==> config.mk <==
export PLATFORM = sky130hd
export DESIGN_NAME = deadline_job_slot_scheduler_core
export DESIGN_NICKNAME = d
export VERILOG_FILES = /design/src/rtl/dfjs_pkg.sv /design/src/rtl/deadline_job_slot_scheduler_core.sv /design/src/rtl/dfjs_find_unit.sv /design/src/rtl/dfjs_owner_store.sv
export SDC_FILE = /design/constraint.sdc
export NUM_CORES = 1
export LEC_CHECK = 0
export BUFFER_PORTS_ARGS = -buffer_cell sky130_fd_sc_hd__buf_2
export CORE_MARGIN = 8
export CORE_UTILIZATION = 28
export DETAILED_ROUTE_END_ITERATION = 16
export REMOVE_ABC_BUFFERS = 1
export SLEW_MARGIN = 20
export SYNTH_ARGS = -nofsm -noshare
export SYNTH_HDL_FRONTEND = slang
export SYNTH_HIERARCHICAL = 1
export SYNTH_SLANG_ARGS = --single-unit
==> constraint.sdc <==
create_clock -name clock -period 8 [get_ports clock]
set_clock_uncertainty 0.1 [all_clocks]
set_input_delay 0.8 -clock clock [delete_from_list [all_inputs] [get_ports clock]]
set_output_delay 0.8 -clock clock [all_outputs]
set_load 0.02 [all_outputs]
==> src/rtl/dfjs_pkg.sv <==
package dfjs_pkg;

   localparam int MAX_SLOTS_DEF = 32;
   localparam int RESULT_CAP    = 32;

   localparam int JOB_COUNT_W = 6;
   localparam int DEADLINE_W  = 16;
   localparam int JOB_ID_W    = 16;
   localparam int KIND_W      = 2;
   localparam int SLOT_W      = 6;

   localparam logic [JOB_COUNT_W-1:0] JOB_COUNT_RST = 6'd32;

   localparam logic OP_PLACE = 1'b0;
   localparam logic OP_EMIT  = 1'b1;

   localparam logic [KIND_W-1:0] KIND_PLACE = 2'd0;
   localparam logic [KIND_W-1:0] KIND_ENTRY = 2'd1;
   localparam logic [KIND_W-1:0] KIND_EMPTY = 2'd2;

   typedef struct packed {
      logic                  op;
      logic [DEADLINE_W-1:0] deadline;
      logic [JOB_ID_W-1:0]   job_id;
   } req_type;

   typedef struct packed {
      logic [KIND_W-1:0]   kind;
      logic                placed;
      logic [SLOT_W-1:0]   slot;
      logic [JOB_ID_W-1:0] job_id_out;
      logic                last;
   } rsp_type;

   typedef enum logic [5:0] {
      ST_IDLE  = 6'b000001,
      ST_FIND1 = 6'b000010,
      ST_FIND2 = 6'b000100,
      ST_EMIT  = 6'b001000,
      ST_DRAIN = 6'b010000,
      ST_FLUSH = 6'b100000
   } state_type;

   typedef struct packed {
      logic go;
      logic wr_en;
      logic clear_all;
   } fu_ctl_type;

   typedef struct packed {
      logic done;
      logic walking;
   } fu_sts_type;

   typedef struct packed {
      logic wr_en;
      logic clear_all;
   } own_ctl_type;

endpackage

==> src/rtl/deadline_job_slot_scheduler_core.sv <==
// Place: a root find walks the parent links in the link memory, one link a cycle, from
// the limit slot; a second find then walks from the slot below that root. The reply
// strobes after both, or after the first for a refused job; busy is high until then.
// Emit: one owner memory read a cycle over all slots; busy through drain and flush.
// Results strobe for one cycle and the receiver cannot stall them.
// Synchronous reset clears the plan, the links and job_count (to 32) at once.
module deadline_job_slot_scheduler_core #(
   parameter int MAX_SLOTS = dfjs_pkg::MAX_SLOTS_DEF
) (
   input  logic                             clock,
   input  logic                             reset,
   input  logic                             start,
   output logic                             busy,
   input  dfjs_pkg::req_type                req_item,
   output logic                             rsp_strobe,
   output dfjs_pkg::rsp_type                rsp_item,
   input  logic                             csr_valid,
   output logic                             csr_ready,
   input  logic [dfjs_pkg::JOB_COUNT_W-1:0] csr_wdata
);
   import dfjs_pkg::*;

   localparam int NODE_W = $clog2(MAX_SLOTS + 1);
   localparam int CNT_W  = $clog2(RESULT_CAP + 1);

   state_type            state_ff, state_in;
   logic [JOB_COUNT_W-1:0] job_count_ff;
   logic [JOB_ID_W-1:0]  job_id_ff, job_id_in;
   logic [NODE_W-1:0]    c1_ff, c1_in;
   logic [NODE_W-1:0]    scan_idx_ff, scan_idx_in;
   logic                 rd_vld_ff, rd_vld_in;
   logic [NODE_W-1:0]    rd_idx_ff, rd_idx_in;
   logic                 pend_vld_ff, pend_vld_in;
   logic [NODE_W-1:0]    pend_idx_ff, pend_idx_in;
   logic [JOB_ID_W-1:0]  pend_id_ff, pend_id_in;
   logic [CNT_W-1:0]     n_ff, n_in;
   logic                 rsp_strobe_ff, rsp_strobe_in;
   rsp_type              rsp_ff, rsp_in;

   logic                 accept;
   logic [DEADLINE_W-1:0] cnt_lim;
   logic [DEADLINE_W-1:0] lim16;
   fu_ctl_type           fu_ctl;
   fu_sts_type           fu_sts;
   logic [NODE_W-1:0]    fu_root;
   logic [NODE_W-1:0]    find_node;
   own_ctl_type          own_ctl;
   logic [JOB_ID_W-1:0]  own_id;
   logic                 own_listed;

   assign busy       = (state_ff != ST_IDLE);
   assign accept     = start && !busy;
   assign csr_ready  = 1'b1;
   assign rsp_strobe = rsp_strobe_ff;
   assign rsp_item   = rsp_ff;

   // Limit is min(deadline, job_count, MAX_SLOTS).
   always_comb begin
      cnt_lim = (DEADLINE_W'(job_count_ff) < DEADLINE_W'(MAX_SLOTS)) ?
                DEADLINE_W'(job_count_ff) : DEADLINE_W'(MAX_SLOTS);
      lim16   = (req_item.deadline < cnt_lim) ? req_item.deadline : cnt_lim;
   end

   always_comb begin
      fu_ctl.go        = (accept && (req_item.op == OP_PLACE)) ||
                         ((state_ff == ST_FIND1) && fu_sts.done && (fu_root != '0));
      fu_ctl.wr_en     = (state_ff == ST_FIND2) && fu_sts.done;
      fu_ctl.clear_all = (state_ff == ST_FLUSH);
      find_node        = (state_ff == ST_FIND1) ? (fu_root - NODE_W'(1)) : NODE_W'(lim16);
      own_ctl.wr_en     = (state_ff == ST_FIND1) && fu_sts.done && (fu_root != '0);
      own_ctl.clear_all = (state_ff == ST_FLUSH);
   end

   dfjs_find_unit #(
      .MAX_SLOTS (MAX_SLOTS)
   ) u_find (
      .clock     (clock),
      .reset     (reset),
      .fu_ctl    (fu_ctl),
      .find_node (find_node),
      .wr_addr   (c1_ff),
      .wr_link   (fu_root),
      .fu_sts    (fu_sts),
      .root      (fu_root)
   );

   dfjs_owner_store #(
      .MAX_SLOTS (MAX_SLOTS)
   ) u_owner (
      .clock     (clock),
      .reset     (reset),
      .own_ctl   (own_ctl),
      .wr_addr   (fu_root),
      .wr_id     (job_id_ff),
      .rd_addr   (scan_idx_ff),
      .rd_id     (own_id),
      .rd_listed (own_listed)
   );

   always_comb begin
      state_in      = state_ff;
      job_id_in     = job_id_ff;
      c1_in         = c1_ff;
      scan_idx_in   = scan_idx_ff;
      rd_vld_in     = (state_ff == ST_EMIT);
      rd_idx_in     = scan_idx_ff;
      pend_vld_in   = pend_vld_ff;
      pend_idx_in   = pend_idx_ff;
      pend_id_in    = pend_id_ff;
      n_in          = n_ff;
      rsp_strobe_in = 1'b0;
      rsp_in        = rsp_ff;

      // Plan entries are held back one step so the final one can carry last.
      if (rd_vld_ff && own_listed && (n_ff < CNT_W'(RESULT_CAP))) begin
         if (pend_vld_ff) begin
            rsp_strobe_in     = 1'b1;
            rsp_in.kind       = KIND_ENTRY;
            rsp_in.placed     = 1'b0;
            rsp_in.slot       = SLOT_W'(pend_idx_ff);
            rsp_in.job_id_out = pend_id_ff;
            rsp_in.last       = 1'b0;
         end
         pend_vld_in = 1'b1;
         pend_idx_in = rd_idx_ff;
         pend_id_in  = own_id;
         n_in        = n_ff + CNT_W'(1);
      end

      unique case (state_ff)
         ST_IDLE: begin
            if (accept) begin
               if (req_item.op == OP_EMIT) begin
                  state_in    = ST_EMIT;
                  scan_idx_in = NODE_W'(1);
               end else begin
                  state_in  = ST_FIND1;
                  job_id_in = req_item.job_id;
               end
            end
         end
         ST_FIND1: begin
            if (fu_sts.done) begin
               if (fu_root == '0) begin
                  rsp_strobe_in     = 1'b1;
                  rsp_in.kind       = KIND_PLACE;
                  rsp_in.placed     = 1'b0;
                  rsp_in.slot       = '0;
                  rsp_in.job_id_out = '0;
                  rsp_in.last       = 1'b1;
                  state_in          = ST_IDLE;
               end else begin
                  c1_in    = fu_root;
                  state_in = ST_FIND2;
               end
            end
         end
         ST_FIND2: begin
            if (fu_sts.done) begin
               rsp_strobe_in     = 1'b1;
               rsp_in.kind       = KIND_PLACE;
               rsp_in.placed     = 1'b1;
               rsp_in.slot       = SLOT_W'(c1_ff);
               rsp_in.job_id_out = '0;
               rsp_in.last       = 1'b1;
               state_in          = ST_IDLE;
            end
         end
         ST_EMIT: begin
            scan_idx_in = scan_idx_ff + NODE_W'(1);
            if (scan_idx_ff == NODE_W'(MAX_SLOTS)) begin
               state_in = ST_DRAIN;
            end
         end
         ST_DRAIN: begin
            state_in = ST_FLUSH;
         end
         ST_FLUSH: begin
            rsp_strobe_in = 1'b1;
            rsp_in.placed = 1'b0;
            rsp_in.last   = 1'b1;
            if (pend_vld_ff) begin
               rsp_in.kind       = KIND_ENTRY;
               rsp_in.slot       = SLOT_W'(pend_idx_ff);
               rsp_in.job_id_out = pend_id_ff;
            end else begin
               rsp_in.kind       = KIND_EMPTY;
               rsp_in.slot       = '0;
               rsp_in.job_id_out = '0;
            end
            pend_vld_in = 1'b0;
            n_in        = '0;
            state_in    = ST_IDLE;
         end
         default: begin
            state_in = ST_IDLE;
         end
      endcase
   end

   always_ff @(posedge clock) begin
      if (reset) begin
         state_ff      <= ST_IDLE;
         job_count_ff  <= JOB_COUNT_RST;
         rd_vld_ff     <= 1'b0;
         pend_vld_ff   <= 1'b0;
         n_ff          <= '0;
         rsp_strobe_ff <= 1'b0;
      end else begin
         state_ff      <= state_in;
         rd_vld_ff     <= rd_vld_in;
         pend_vld_ff   <= pend_vld_in;
         n_ff          <= n_in;
         rsp_strobe_ff <= rsp_strobe_in;
         if (csr_valid && csr_ready) begin
            job_count_ff <= csr_wdata;
         end
      end
   end

   always_ff @(posedge clock) begin
      job_id_ff   <= job_id_in;
      c1_ff       <= c1_in;
      scan_idx_ff <= scan_idx_in;
      rd_idx_ff   <= rd_idx_in;
      pend_idx_ff <= pend_idx_in;
      pend_id_ff  <= pend_id_in;
      rsp_ff      <= rsp_in;
   end

   a_walk_only_when_busy: assert property (@(posedge clock) disable iff (reset)
      !busy |-> !fu_sts.walking)
      else $error("root find active while idle");

   a_done_in_find_state: assert property (@(posedge clock) disable iff (reset)
      fu_sts.done |-> (state_ff == ST_FIND1 || state_ff == ST_FIND2))
      else $error("root find finished outside a find state");

   a_empty_from_flush: assert property (@(posedge clock) disable iff (reset)
      (rsp_strobe_ff && rsp_ff.kind == KIND_EMPTY) |-> $past(state_ff) == ST_FLUSH)
      else $error("empty plan result without an emit flush");

   a_idle_no_pending: assert property (@(posedge clock) disable iff (reset)
      (state_ff == ST_IDLE) |-> !pend_vld_ff)
      else $error("plan entry left pending after emit");

endmodule

==> src/rtl/dfjs_find_unit.sv <==
module dfjs_find_unit #(
   parameter int MAX_SLOTS = dfjs_pkg::MAX_SLOTS_DEF,
   localparam int NODE_W = $clog2(MAX_SLOTS + 1)
) (
   input  logic                clock,
   input  logic                reset,
   input  dfjs_pkg::fu_ctl_type fu_ctl,
   input  logic [NODE_W-1:0]   find_node,
   input  logic [NODE_W-1:0]   wr_addr,
   input  logic [NODE_W-1:0]   wr_link,
   output dfjs_pkg::fu_sts_type fu_sts,
   output logic [NODE_W-1:0]   root
);
   import dfjs_pkg::*;

   logic [NODE_W-1:0] link_mem [0:MAX_SLOTS];
   logic [MAX_SLOTS:0] lnk_vld_ff;
   logic [NODE_W-1:0] link_rd_ff;
   logic              vld_rd_ff;
   logic [NODE_W-1:0] cur_ff;
   logic              walk_ff;
   logic              walk_in;
   logic [NODE_W-1:0] link_now;
   logic [NODE_W-1:0] rd_addr;
   logic              done;

   // A link never written still points at its own slot.
   assign link_now = vld_rd_ff ? link_rd_ff : cur_ff;
   assign done     = walk_ff && (link_now == cur_ff);
   assign rd_addr  = fu_ctl.go ? find_node : link_now;
   assign walk_in  = fu_ctl.go || (walk_ff && !done);

   assign fu_sts.done    = done;
   assign fu_sts.walking = walk_ff;
   assign root           = cur_ff;

   always_ff @(posedge clock) begin
      if (reset) begin
         walk_ff    <= 1'b0;
         lnk_vld_ff <= '0;
      end else begin
         walk_ff <= walk_in;
         if (fu_ctl.clear_all) begin
            lnk_vld_ff <= '0;
         end else if (fu_ctl.wr_en) begin
            lnk_vld_ff[wr_addr] <= 1'b1;
         end
      end
   end

   always_ff @(posedge clock) begin
      if (fu_ctl.wr_en) begin
         link_mem[wr_addr] <= wr_link;
      end
      link_rd_ff <= link_mem[rd_addr];
      vld_rd_ff  <= lnk_vld_ff[rd_addr];
      cur_ff     <= rd_addr;
   end

endmodule

==> src/rtl/dfjs_owner_store.sv <==
module dfjs_owner_store #(
   parameter int MAX_SLOTS = dfjs_pkg::MAX_SLOTS_DEF,
   localparam int NODE_W = $clog2(MAX_SLOTS + 1)
) (
   input  logic                           clock,
   input  logic                           reset,
   input  dfjs_pkg::own_ctl_type          own_ctl,
   input  logic [NODE_W-1:0]              wr_addr,
   input  logic [dfjs_pkg::JOB_ID_W-1:0]  wr_id,
   input  logic [NODE_W-1:0]              rd_addr,
   output logic [dfjs_pkg::JOB_ID_W-1:0]  rd_id,
   output logic                           rd_listed
);
   import dfjs_pkg::*;

   logic [JOB_ID_W-1:0] owner_mem [0:MAX_SLOTS];
   logic [MAX_SLOTS:0]  occ_ff;
   logic [JOB_ID_W-1:0] rd_id_ff;
   logic                rd_occ_ff;

   // A slot taken by job id zero is occupied but is not listed.
   assign rd_id     = rd_id_ff;
   assign rd_listed = rd_occ_ff && (rd_id_ff != '0);

   always_ff @(posedge clock) begin
      if (reset) begin
         occ_ff <= '0;
      end else if (own_ctl.clear_all) begin
         occ_ff <= '0;
      end else if (own_ctl.wr_en) begin
         occ_ff[wr_addr] <= 1'b1;
      end
   end

   always_ff @(posedge clock) begin
      if (own_ctl.wr_en) begin
         owner_mem[wr_addr] <= wr_id;
      end
      rd_id_ff  <= owner_mem[rd_addr];
      rd_occ_ff <= occ_ff[rd_addr];
   end

endmodule

---- Word-level counts from Yosys, hierarchy flattened ----
Memory sizes are Yosys's and may differ from the RTL's. A register that Yosys moved wholly into a read port is not among the register bits.
Cells that the tools add are included.
cells by class
  magnitude comparators ................... 9
  equality and inequality tests ........... 14
  muxes and demuxes ....................... 41
  add/subtract/negate cells ............... 3
  reduce and logical (&&, ||, !) cells .... 25
  bitwise gates (word level) .............. 4
operators by type and width
  cell                 number
  $mux 26              5
  $pmux 26 s3          1
  $mux 6               11
  $or 33x33->33        2
  $pmux 6 s5           1
  $lt 6x7->1 const B   4
  $mux 22              1
  $lt 16x6->1          1
  $reduce_bool 16->1   1
  $mux 1               13
  $add 6x1->6 const B  2
  $bmux 1 s6           2
  $demux 1 s6          2
  $eq 6x6->1 const B   2
  $ge 6x1->1 const B   2
  $logic_and 1x1->1    12
  $lt 6x6->1 const B   2
  $pmux 6 s2           1
  $reduce_and 3->1     3
  $eq 6x1->1 const B   1
  $eq 6x2->1 const B   1
  $eq 6x3->1 const B   1
  $eq 6x4->1 const B   1
  $eq 6x5->1 const B   1
  other kinds (17)     23
storage, ports and cells
  flip-flop bits (word level) ............. 178
  output and inout bits ................... 29
  bits in writable memories ............... 726
  word-level logic and storage cells ...... 121
  memories ................................ 2
  input port bits ......................... 43
memory list
  memory             words  width  rd ports  clocked after memory_dff  wr ports  line                    source
  u_owner.owner_mem  33     16     1         1                         1         dfjs_owner_store.sv:16  logic [JOB_ID_W-1:0] owner_mem [0:MAX_SLOTS];
  u_find.link_mem    33     6      1         1                         1         dfjs_find_unit.sv:16    logic [NODE_W-1:0] link_mem [0:MAX_SLOTS];

---- Longest topological paths before layout ----
Gate-level depths: netlist (run 1).
  word-level depth ........................ 9
  depth in mapped cells ................... 19
  depth with buffers taken out ............ 15

---- Modules after synthesis ----
The synthesis (run 1) kept the hierarchy.
by module, submodules not included
  module                            times used  area an instance (um2)  cells each
  dfjs_owner_store                  1           22073.7                 1123
  dfjs_find_unit                    1           10038.4                 716
  deadline_job_slot_scheduler_core  1           4033.9                  317

---- Least setup slack after synthesis (run 1) ----
No wires, ideal clock.
  kind .................................... register -> register
  start ................................... reg u_find.cur_ff[2], in the netlist u_find/root[2]
  end ..................................... reg u_find.vld_rd_ff
  path slack .............................. 4127 ps
  buffers on the path ..................... 4
  data arrival time ....................... 3642 ps
  data required time ...................... 7769 ps
  library setup time ...................... 131 ps
  period minus slack after synthesis ...... 3873 ps
  cell stages (with the launch flop) ...... 18
  path through ............................ dfxtp_1 xnor2_1 nand4_1 o31ai_1 and2_1 buf_4 and3_1 nand2b_1 buf_2 nand2_1 o21a_1 buf_4 inv_6 buf_6 mux4_2 o211ai_1 o32a_2 o221ai_2
RTL lines
  element                 line                  source
  start, declared         dfjs_find_unit.sv:20  logic [NODE_W-1:0] cur_ff;
  start signal, assigned  dfjs_find_unit.sv:57  cur_ff <= rd_addr;
  end signal, assigned    dfjs_find_unit.sv:56  vld_rd_ff <= lnk_vld_ff[rd_addr];
  end, declared           dfjs_find_unit.sv:19  logic vld_rd_ff;

==> results of run 1 <==
-- path summary, 6_finish.rpt --
path / start / to / cells past startpoint
worst min-delay path: req_item[4] / job_id_ff[4] / 1
worst max-delay path: u_find/root[2] / u_find/link_rd_ff[5] / 16
worst max register to register: u_find/root[2] / u_find/link_rd_ff[5] / 16
worst min register to register: rd_idx_ff[2] / pend_idx_ff[2] / 0
-- state kept, by name, indices dropped and copies added, names as in the netlist, 6 cells and up --
| name | flops |
|---|---|
| rd_idx_ff | 6 |
| c1_ff | 6 |
| state_ff | 6 |
| job_id_ff | 16 |
| u_owner/occ_ff | 33 |
| u_find/root | 6 |
| u_owner/owner_mem | 528 |
| rd_idx_in | 6 |
| u_owner/rd_id | 16 |
| job_count_ff | 6 |
| rsp_item | 26 |
| u_find/lnk_vld_ff | 33 |
| u_find/link_rd_ff | 6 |
| pend_id_ff | 16 |
| u_find/link_mem | 198 |
| n_ff | 6 |
| pend_idx_ff | 6 |
-- per-layer routing --
layer | routed length, um | up-vias | share of wire, % | global-route usage (%)
met5 | 0 | - | 0 | 0
met2 | 40600 | 897 | 44 | 19.0
li1 | - | 8824 | - | -
met1 | 41800 | 10320 | 45 | 18.5
met4 | 2220 | 0 | 2.4 | 3.50
met3 | 8670 | 151 | 9.3 | 3.21
-- placed cells by master (no fill, tap or decap), drive strengths merged, types with 6 or more instances in the layout --
cell type and instances:
a22o 16, edfxtp 776, a2111oi 8, a21oi 51
a221o 15, clkbuf 121, nand2b 9, xor2 7
a31oi 7, xnor2 12, and2 31, o21ai 31
nor3 12, o211a 15, inv 34, mux2 76
nor4b 8, clkinv 33, a211oi 39, nor4 15
mux4 77, o31ai 8, a311oi 13, nand3b 8
nor2b 9, a22oi 6, o22ai 37, mux2i 115
nor2 114, ha 9, dfxtp 150, o221ai 17
nand3 12, o21a 71, bufinv 8, buf 138
a221oi 56, nand2 105, o211ai 22
-- per-stage QoR --
stage / util, % / worst slack (ns) / power [mW] / hold WS [ns]
6_report: 32.4 / 2.11 / 11.8 / 0.180
5_1_grt: 32.4 / 1.83 / 12.2 / 0.142
4_1_cts: 32.3 / 2.18 / 11.8 / 0.117
3_5_place_dp: 29.9 / 2.22 / 7.44 / 0.294
3_3_place_gp: 29.8 / 2.33 / 7.44 / 0.294
2_1_floorplan: - / 1.78 / 6.73 / 0.286
-- area by class of cell --
| cell class | count | area [um2] | area share (%) |
|---|---|---|---|
| Antenna cell | 2 | 5.00 | 0.0120 |
| Clock buffer | 121 | 2580 | 6.20 |
| Clock inverter | 46 | 508 | 1.22 |
| Inverter | 31 | 124 | 0.297 |
| Multi-Input combinational cell | 1075 | 9100 | 21.8 |
| Sequential cell | 926 | 26300 | 63.1 |
| Tap cell | 1675 | 2100 | 5.03 |
| Timing Repair Buffer | 138 | 972 | 2.33 |
-- worst max-delay path: stages (launching register included) --
cell      delay, ns
dfxtp_2        0.31
buf_4          0.45
xnor2_1        0.18
nand4_1        0.14
o31ai_1        0.25
and2_1         0.34
and3_1         0.28
nand2b_1       0.12
buf_4          0.42
nand2b_1       0.69
o21ai_4        0.20
buf_4          0.53
inv_2          0.42
a21oi_1        0.55
a311oi_1       0.13
nor4_1         0.39
o31ai_1        0.13
-- power groups by stage --
stage	Clock [mW]	Sequential [mW]	Combinational, mW
2_1_floorplan	0	5.72	1.01
3_3_place_gp	0	5.65	1.79
3_5_place_dp	0	5.65	1.80
4_1_cts	4.48	5.55	1.81
5_1_grt	4.66	5.55	1.95
6_report	4.39	5.54	1.85
==> results.txt, run 1 <==
drt first pass iters: 5
antenna-violating nets left: 0
leak pwr: 13.8 nW
Final Hold Fails: 0
fillcell total: 12.4k
via/cell ratio: 5.03
Startpoint Class: flop
post-DP HPWL: 56,000 um
pwr dens: 282 nW/um2
Final Critical Period: 5.89 ns
drt wl/cell: 23.2 um
HP Class: input pin to flop
Rel. slew slack: 25.8%
Crit. End Element: flop
gpl congestion: 0.858
power share of the combinational group: 15.7%
Post CTS Setup Buffer Count: 0
Reg clk slew, reported paths: 0.06 ns
1st-iter DRT viols: 2,238
largest net degree at the start of global routing: 117
H-tree depth: 3
CTS Hold Bufs: 0
initial antenna violation count: 5
Synth Instances: 2,155
gr ovfl total: 0
max-cap violation count: 0
core area: 129,000 um2
aggregate global-route resource usage: 12.8%
first-pass GRT wire length: 136,000 um
layout cells sized above 1: 21.0%
final std cells w/o fill: 4,014
Post-Synthesis Cell Area: 36,100 um2
Yosys warnings: 6
CTS Root Cell: clkbuf_16
sequential power share: 47.0%
worst-margin pin slew: 1.11 ns
post-CTS sizing: 0
NetSw: 3.26 mW
Clk network pwr share: 37.3%
Peak VDD IR: 0.183 mV
final slew viol count: 0
port bufs: 70
Pint: 8.52 mW
worst path required time: 8.44 ns
# clock sinks: 926
Max FO, Critical Path: 55
Die H: 375 um
fmax: 170 MHz
total number of vias: 20.2k
number of I/O pins: 72
TritonCTS clock tree: yes
worst reg-to-reg setup slack: 2.11 ns
clk_lat worst skew: 0.69 ns
row count: 132
clock buffers created by TritonCTS: 90
mean post-synth cell area: 16.8 um2
Final Cell Area: 41,700 um2
fin crit share: 73.6%
endpoints failing setup: 0
CTS max path bufs: 3
CP arrival: 6.33 ns
Final #Nets: 2,314
DRC violations left: 0
vias in the first global route: 19.7k
Area Overhead vs Synth: 15.4%
initial core utilization: 28.1%
RSZ-0062 raised after global routing: no
outcome: finished, final reports clean
Setup TNS Final: 0 ns
CP Class: flop to flop
full die area: 141,000 um2
area post-placement: 38,500 um2
Post-Route WL: 93,300 um
placed insts: 3,840
Chip Width: 375 um
switching share of power: 27.7%
Power figures use the tool's default switching activity.
==> run 2, diff against run 1 <==
- clock period: 8 -> 4.9 ns (I/O delays scaled with it)
==> run 2 against run 1 <==
Against the previous run: worst hold slack worse by 0.12 ns; largest cell class unchanged; fmax grew 38%; flip-flop and latch count is the same; largest power group unchanged; global-route usage barely moved; highest routed layer unchanged; via count increased by 0.11%; first-iteration DRC count grew 10%; core utilization is 0.26 points higher; register-to-register slack worse by 1.5 ns.
==> results.txt, run 2 (synthesized netlist as in run 1, its figures left out) <==
final slew viol count: 0 (unchanged)
total number of vias: 20.2k (+0.11%)
drt first pass iters: 7 (+2)
full die area: 141,000 um2 (unchanged)
via/cell ratio: 4.98 (-0.92%)
initial core utilization: 28.1% (unchanged)
gpl congestion: 0.856 (-0.26%)
switching share of power: 27.9% (+0.22 points)
Setup TNS Final: 0 ns (unchanged)
aggregate global-route resource usage: 12.8% (about the same)
CP Class: flop to flop
Clk network pwr share: 36.7% (-0.6 points)
row count: 132 (unchanged)
post-DP HPWL: 56,900 um (+1.5%)
Final #Nets: 2,357 (+1.9%)
final design utilization: 32.6% (+0.26 points)
Max FO, Critical Path: 35 (-36%)
CP arrival: 4.76 ns (-1.57 ns)
placed insts: 3,863 (+0.60%)
Rel. slew slack: 28.2% (+2.4 points)
1st-iter DRT viols: 2,464 (+10%)
antenna-violating nets left: 0 (unchanged)
clock buffers created by TritonCTS: 88 (-2.2%)
fin crit share: 87.3% (+14 points)
NetSw: 5.39 mW (+65%)
# clock sinks: 926 (unchanged)
Crit. End Element: flop
number of I/O pins: 72 (unchanged)
register area: 26,300 um2 (unchanged)
vias in the first global route: 19.9k (+1.0%)
sequential power share: 46.7% (-0.3 points)
Chip Width: 375 um (unchanged)
Final Cell Area: 42,000 um2 (+0.81%)
Die H: 375 um (unchanged)
outcome: finished, final reports clean
clk_lat worst skew: 0.70 ns (about the same)
DRC violations left: 0 (unchanged)
largest net degree at the start of global routing: 78 (-33%)
power share of the combinational group: 16.6% (+0.9 points)
HP Class: input pin to flop
most common cell after layout, fill and taps aside: edfxtp_1
Peak VDD IR: 0.256 mV (+40%)
fmax: 234 MHz (+38%)
H-tree depth: 3 (unchanged)
endpoints failing setup: 0 (unchanged)
Reg clk slew, reported paths: 0.06 ns (about the same)
final std cells w/o fill: 4,056 (+1.0%)
Startpoint Class: flop
area post-placement: 38,700 um2 (+0.51%)
TritonCTS clock tree: yes
biggest regs: u_owner/owner_mem: 528 flops, u_find/link_mem: 198 flops
pwr dens: 459 nW/um2 (+63%)
drt wl/cell: 23.1 um (-0.77%)
Area Overhead vs Synth: 16.3%
core area: 129,000 um2 (unchanged)
Post CTS Setup Buffer Count: 0 (unchanged)
gr ovfl total: 0 (unchanged)
CTS Root Cell: clkbuf_16
most flop-heavy register: u_owner/owner_mem
first-pass GRT wire length: 137,000 um (+0.61%)
RSZ-0062 raised after global routing: no
fillcell total: 12.4k (-0.34%)
leak pwr: 14.0 nW (+1.3%)
area taken by multi-input logic gates: 9090 um2 (-0.15%)
Final Hold Fails: 0 (unchanged)
layout cells sized above 1: 21.5% (+0.50 points)
Final Critical Period: 4.28 ns (-1.61 ns)
max reg flops: 528 (unchanged)
max-cap violation count: 0 (unchanged)
commonest cells after routing, fill and taps aside: edfxtp_1, dfxtp_1, mux2i_1, nand2_1, clkbuf_16
worst path required time: 5.38 ns (-3.06 ns)
initial antenna violation count: 3 (-2)
CTS max path bufs: 3 (unchanged)
port bufs: 70 (unchanged)
Post-Route WL: 93,500 um (+0.27%)
worst-margin pin slew: 1.08 ns (-0.0322 ns)
Hold WS: 0.0640 ns (-0.116 ns)
Pint: 13.9 mW (+63%)
==> run 2: cell types whose count changed in the layout (fill, tap and decap cells not counted), sizes merged <==
cell and change:
buf +23, dlygate4sd3 +22, clkbuf +5, clkinv -3
inv -3, bufinv -1, diode -1
==> run 2: power by group through the flow <==
stage / registers, mW / clock network (mW) / logic, mW
6_report: 9.01 / 7.09 / 3.20
5_1_grt: 9.02 / 7.53 / 3.40
4_1_cts: 9.02 / 7.24 / 3.14
3_5_place_dp: 9.19 / 0 / 3.12
3_3_place_gp: 9.19 / 0 / 3.11
2_1_floorplan: 9.34 / 0 / 1.65
==> run 2: per-layer routing <==
metal | wire, um | track usage [%]
met1 | 42900 | 18.9
met2 | 41700 | 19.3
met3 | 6970 | 2.44
met4 | 1940 | 3.35
met5 | 0 | 0
==> run 2: worst max-delay path, cell delays in order (launching register included) <==
cell and delay, ns:
dfxtp_1 0.34, inv_1 0.19, nand2_1 0.13, ha_1 0.28
o21ai_0 0.06, o21ai_0 0.20, a41o_1 0.38, mux2_2 0.38
mux2i_1 0.12, nand2b_1 0.19, o21ai_4 0.09, buf_4 0.26
a2111oi_0 0.83, a311oi_1 0.19, nor4_1 0.33, o31ai_1 0.09
==> run 2: metrics by stage <==
stage	worst slack, ns	power (mW)
after floorplan	-1.32	11.0
after detailed placement	0.237	12.3
after global routing	0.344	19.9
after global placement	0.154	12.3
final	0.622	19.3
after CTS	0.680	19.4
==> run 2: timing repair <==
action,CTS,global route
hold buffers,22,0
resized for setup,0,0
endpoints found under the setup margin,0,0
hold endpoints to repair,22,0
==> run 2: final cells by class <==
class                   instances  share of cell area, %
diodes                          1                0.00595
flip-flops and latches        926                   62.6
multi-input cells            1075                   21.6
clock inverters                39                   1.12
well taps                    1675                   4.99
clock buffers                 126                   6.14
inverters                      31                  0.295
repair buffers                183                   3.25
==> run 2: final timing paths <==
kind / startpoint / endpoint / slack, ns / cells past startpoint
setup / recovery: job_count_ff[5] / u_find/link_rd_ff[4] / 0.62 / 15
hold / removal: csr_valid / job_count_ff[5] / 0.06 / 2
setup reg to reg: job_count_ff[5] / u_find/link_rd_ff[4] / 0.62 / 15
hold reg to reg: rd_idx_ff[4] / pend_idx_ff[4] / 0.31 / 0
